File: config.mk
export PLATFORM = sky130hd
export DESIGN_NAME = ipu_ctrl
export DESIGN_NICKNAME = d
export VERILOG_FILES = /design/src/rtl/ipu_pkg.sv /design/src/rtl/ipu_ctrl.sv
export SDC_FILE = /design/constraint.sdc
export NUM_CORES = 1
export LEC_CHECK = 0
export ABC_CLOCK_PERIOD_IN_PS = 2810
export BUFFER_PORTS_ARGS = -buffer_cell sky130_fd_sc_hd__buf_2
export CAP_MARGIN = 40
export CORE_AREA = 2 2 39 41
export DETAILED_ROUTE_END_ITERATION = 12
export DIE_AREA = 0 0 41 43
export GPL_TIMING_DRIVEN = 0
export PLACE_DENSITY = 0.3
export SLEW_MARGIN = 20
export SYNTH_ARGS = -nofsm -noshare
export SYNTH_HDL_FRONTEND = slang
export SYNTH_SLANG_ARGS = --single-unit
File: constraint.sdc
create_clock -name clk -period 2.81 [get_ports clk]
set_input_delay 0.1405 -clock clk [delete_from_list [all_inputs] [get_ports clk]]
set_output_delay 0.1405 -clock clk [all_outputs]
set_load 0.1 [all_outputs]
File: src/rtl/ipu_pkg.sv
// ----------------------------------------------------------------------------
// ipu_pkg
// shared types, sizes and codes of the integer pixel upscaler
// ----------------------------------------------------------------------------
package ipu_pkg;

	// line store depth and largest enlargement factor
	localparam int MAX_WIDTH  = 1024;
	localparam int MAX_FACTOR = 100;

	// pixel counter holds 0..MAX_WIDTH, store index holds 0..MAX_WIDTH-1
	localparam int CNT_W = $clog2(MAX_WIDTH + 1);
	localparam int IDX_W = (MAX_WIDTH > 1) ? $clog2(MAX_WIDTH) : 1;

	// register field widths
	localparam int FAC_W      = 7;
	localparam int SRCW_W     = 11;
	localparam int CFG_IDX_W  = 1;
	localparam int CFG_DATA_W = 11;

	// register indexes
	localparam logic [CFG_IDX_W-1:0] REG_SCALE = 1'b0;
	localparam logic [CFG_IDX_W-1:0] REG_WIDTH = 1'b1;

	// request functions
	localparam logic FUNC_LOAD = 1'b0;
	localparam logic FUNC_PULL = 1'b1;

	typedef struct packed {
		logic       func;
		logic [7:0] blue;
		logic [7:0] green;
		logic [7:0] red;
	} req_t;

	typedef struct packed {
		logic       valid_res;
		logic [7:0] out_blue;
		logic [7:0] out_green;
		logic [7:0] out_red;
		logic       line_end;
		logic [1:0] pad_bytes;
		logic       row_done;
	} rsp_t;

	// controller to datapath commands
	typedef struct packed {
		logic load_px;
		logic pull;
		logic out_load;
	} cmd_t;

endpackage

File: src/rtl/ipu_ctrl.sv
// ----------------------------------------------------------------------------
// ipu_ctrl
// request sequencing and output register handshake
// ----------------------------------------------------------------------------
module ipu_ctrl (
	input  logic          clk,
	input  logic          arst_n,
	input  logic          req_valid,
	output logic          req_ready,
	input  logic          req_func,
	output logic          rsp_valid,
	input  logic          rsp_ready,
	output ipu_pkg::cmd_t cmd
);

	typedef enum logic [1:0] {
		S_IDLE = 2'b01,
		S_READ = 2'b10
	} state_t;

	state_t state_q;
	state_t state_d;
	logic   out_valid_q;
	logic   accept;
	logic   out_free;

	assign req_ready = (state_q == S_IDLE);
	assign accept    = req_valid && req_ready;
	assign out_free  = !out_valid_q || rsp_ready;
	assign rsp_valid = out_valid_q;

	always_comb begin
		cmd.load_px  = accept && (req_func == ipu_pkg::FUNC_LOAD);
		cmd.pull     = accept && (req_func == ipu_pkg::FUNC_PULL);
		cmd.out_load = (state_q == S_READ) && out_free;
	end

	always_comb begin
		state_d = state_q;
		case (state_q)
			S_IDLE: begin
				if (cmd.pull) begin
					state_d = S_READ;
				end
			end
			S_READ: begin
				// wait here until the output register can take the word
				if (out_free) begin
					state_d = S_IDLE;
				end
			end
			default: begin
				state_d = S_IDLE;
			end
		endcase
	end

	always_ff @(posedge clk or negedge arst_n) begin
		if (!arst_n) begin
			state_q     <= S_IDLE;
			out_valid_q <= 1'b0;
		end else begin
			state_q <= state_d;
			if (cmd.out_load) begin
				out_valid_q <= 1'b1;
			end else if (rsp_ready) begin
				out_valid_q <= 1'b0;
			end
		end
	end

endmodule

### Word level (Yosys, flattened, before mapping)

Index checks and enable logic that the tools add are counted.

| word-level totals | value |
|---|---|
| bits in registers | 3 |
| output and inout bits | 5 |

| operators by class | value |
|---|---|
| equal/unequal tests | 4 |
| multiplexer cells | 5 |
| bitwise logic cells | 1 |
| reduce and logical (&&, ||, !) cells | 8 |

Operators with widths:

| operator | number |
|---|---|
| 1-bit logical AND | 4 |
| 2-bit two-way mux | 2 |
| 2-bit case mux with 2 select lines | 1 |
| 2-bit by 1-bit == test with 1-bit output (second input constant) | 1 |
| 2-bit == test (second input constant) | 1 |
| 1-bit two-way mux | 2 |
| 2-bit by 1-bit != test with 1-bit output (second input constant) | 1 |
| 2-bit != test (second input constant) | 1 |
| 2-bit AND reduction | 1 |
| 2-bit nonzero test | 1 |
| 1-bit zero test | 1 |
| 1-bit logical OR | 1 |
| 1-bit inverter | 1 |

### Longest topological paths before layout

| logic depth | value |
|---|---|
| depth after elaboration | 5 |
| gate-level depth with buffers | 2 |
| depth with buffers taken out | 2 |

### Worst setup path before layout

OpenSTA, ideal clock, no wires.

| path | value |
|---|---|
| path kind | flip-flop to output port |
| from | reg state_q[0] |
| to | out cmd[2] (netlist name) |
| data arrival time | 2.877 ns |
| path slack | -0.207 ns |
| stages on the path, launching flop included | 3 |
| buffers on the path | 0 |
| cell sequence | dfstp_2 nor2b_1 and3b_1 |

RTL lines:

| element | line | source |
|---|---|---|
| start, declared | ipu_ctrl.sv:21 | `state_t state_q;` |
| start signal, assigned | ipu_ctrl.sv:63 | `state_q <= state_d;` |
| end, declared | ipu_ctrl.sv:13 | `output ipu_pkg::cmd_t cmd` |

==> implementation parameters <==
Parameter                              Value

Critical path
  Slowest stage delay, CP ... 0.52 ns
  Kind of cell with the highest combined delay on the critical path ... flip-flops
  Kind of capture point of the worst setup path ... primary output
  Buffer and inverter count on the worst path ... 1
  Data required, critical path ... approximately 2.7 ns
  Highest fanout seen on the critical path ... 3
  Type of the worst setup path ... reg2out
  Setup crit start kind ... flip-flop
  Slowest library cell on the worst path ... dfstp_2
  Series of cell instances along the critical path ... nor2b_2, and3b_1, buf_2
  CP arrival ... 1.46 ns

Clocking
  CTS Sinks ... 3
  Clock tree from TritonCTS ... built
  Number of H-tree levels ... 1
  Deepest clock path buffer count ... 2
  Cts bufs inserted ... 3
  Clock transition at the registers of the reported paths ... 0.04 ns
  Cell chosen for the clock root ... clkbuf_4
  Number of cells upsized or downsized after cts ... 0
  Post-CTS setup repair buffer count ... 0
  Clk_lat worst skew ... 0.23 ns

Floorplanning
  Boundary pin count ... 10
  Area of the die ... ~0.0018 mm2
  Row count ... 14
  Chip width ... 41 um
  Initial Util ... 10.2%
  Vertical die dimension ... 43 um
  Area of the placeable core ... 0.00138 mm2

Global routing
  Number of antenna violations at the first check in global routing ... 0
  Grt ovf ... 0
  Maximum number of pins on one net before global-route repair ... 5
  Total global routing track utilization ... under 10%
  Global-route wire length before repair ... between 400 and 500 um
  Number of global-route vias before repair ... 131

Route
  First-pass detailed-route iteration total ... 2
  Via total after detailed routing ... ~130
  Detailed-route vias per instance ... approximately 3.1
  Remaining design rule violation count ... 0
  Average wire per cell in the routed design ... 8.17 um
  Detailed router's first-iteration violation count ... 5
  Sum of routed wire length over all layers ... 343 um
  Number of nets with antenna violations after detailed routing ... 0

Timing
  Fmax achieved ... 0.623 GHz
  Worst slew pin tran ... 0.487 ns
  Final setup violating endpoints ... 0
  Count of endpoints failing hold in the final timing report ... 0
  Fin crit share ... 57.1%
  Setup repair after global routing missed its margin ... no
  Fin. max-slew vios ... 0
  Final hold slack ... 0.227 ns
  Sum of negative setup slack ... 0 ns
  Final critical path time including I/O delays and setup ... 1.60 ns
  Worst clock skew on the final layout ... 0.00287 ns
  Relative max-transition margin ... 67.8%

Power and ir drop
  Power per cell area ... between 700 and 800 mW/mm2
  Leakage power figure ... 0.131 nW
  Power, Total ... around 0.17 mW
  Maximum resistive drop on vdd ... 232 uV

Placed design
  Global placer's final weighted congestion ... roughly 0.52
  Count of input and output buffers ... 9
  Area of placed instances ... 209 um2
  Dpl hpwl ... roughly 260 um

Finish
  Footprint of the flip-flops and latches ... about 76 um2
  Multi-input gate area in the final layout ... 67.6 um2
  Share of post-route cells with drive strength above 1 ... 53.8%
  Post-route core utilization ... 17.7%
  Area growth, synth to finish ... 73.5%
  Final design area excluding fillers ... about 250 um2
  Count of filler cells inserted in the layout ... 152
  Diode count ... 0
  Count of nets after finishing ... 32

Status
  Result of the run ... completed

Synth
  Seq cells post-synth ... 3
  Combined area of all synthesized cells ... between 100 and 150 um2
  Yosys warning count ... 0
  Total nets after synthesis ... 17
  Post-synthesis cell type count ... 9
  Post-Syn Instances ... 12
  Sequential area share after synthesis ... a little over half
  Average cell area after synthesis ... approximately 12 um2

Worst hold path
  Type of the worst min-delay path ... in2async

Run
  Max-cap violation count ... 0
[worst paths after layout]
check                                 from          to  slack (ns)  depth (start not counted)
worst min register to register   rsp_valid   rsp_valid        0.55                          2
min in group clk                 rsp_ready   rsp_valid        0.23                          3
worst max-delay path            state_q[0]      cmd[2]        1.21                          3
max in group asynchronous           arst_n  state_q[0]        2.38                          2
worst max register to register  state_q[0]  state_q[0]        1.82                          2
worst min-delay path                arst_n  state_q[1]        0.23                          2
[cell usage in the layout (no fill, tap or decap)]
master         synthesis  routed
and4b_1                1       1
nand2b_1               2       2
and3b_1                1       1
dfrtp_1                2       2
clkbuf_1               0       1
nor2b_2                0       1
buf_2                  0       9
nand2_1                1       1
nor2b_1                2       1
dlygate4sd3_1          0       1
dfstp_2                1       1
clkbuf_4               0       3
o21bai_1               1       1
o21ba_1                1       1
[through the flow]
stage / worst slack [ns] / cells
floorplan: 0.291 / 12
detailed placement: 1.45 / 37
global route: 1.16 / 42
global placement: 1.47 / 37
CTS: 1.20 / 42
finish: 1.21 / 42
[cell families (layout without fill, tap and decap cells)]
| kind of cell | after synthesis | in the layout | share of synthesized area [%] |
|---|---|---|---|
| AO/OA/AOI/OAI | 2 | 2 | 12.4 |
| AND/OR/NAND/NOR | 7 | 7 | 33.6 |
| flip-flops | 3 | 3 | 54.0 |
| buffers and inverters | 0 | 14 | 0 |
[cell type report]
type | instances | area share [%]
multi-input cells | 9 | 27.6
well taps | 16 | 8.16
flip-flops and latches | 3 | 31.1
repair buffers | 10 | 22.4
clock buffers | 4 | 10.7
[report_power, final]
| group | leakage (nW) | internal, mW | switching, mW | total [mW] |
|---|---|---|---|---|
| Combinational | 0.0782 | 0.0100 | 0.0379 | 0.0480 |
| Clock | 0.0150 | 0.0533 | 0.0237 | 0.0770 |
| Sequential | 0.0375 | 0.0466 | 0.00154 | 0.0481 |
[sequential cells by signal, summed over array words and instances, names as in the netlist]
| name | cells |
|---|---|
| state_q | 2 |
| rsp_valid | 1 |
[worst reg2reg max path, delay by kind of cell (launching register included)]
family             cells  cell delay, ns
AOI/OAI and AO/OA      1            0.16
DFF                    1            0.52
and+or+nand+nor        1            0.24
[metal layers]
layer	wire length, um	part of all wire [%]	track usage [%]	vias up
li1	-	-	-	68
met1	170	50	5.16	50
met2	102	30	5.00	12
met3	56	16	4.71	2
met4	13	3.8	6.00	0
met5	0	0	0	-
[repair_timing]
item / 4_1_cts / 5_1_grt
hold endpoints to repair: 3 / 0
hold buffers: 1 / 0
endpoints found under the setup margin: 0 / 0
[cells in the mapped netlist]
cell      n  area (um2)
dfrtp_1   2        50.1
nand2b_1  2        12.5
nor2b_1   2        12.5
and3b_1   1        8.76
and4b_1   1        10.0
dfstp_2   1        26.3
nand2_1   1        3.75
o21ba_1   1        10.0
o21bai_1  1        7.51
No activity file was read; power rests on OpenSTA's default activity.
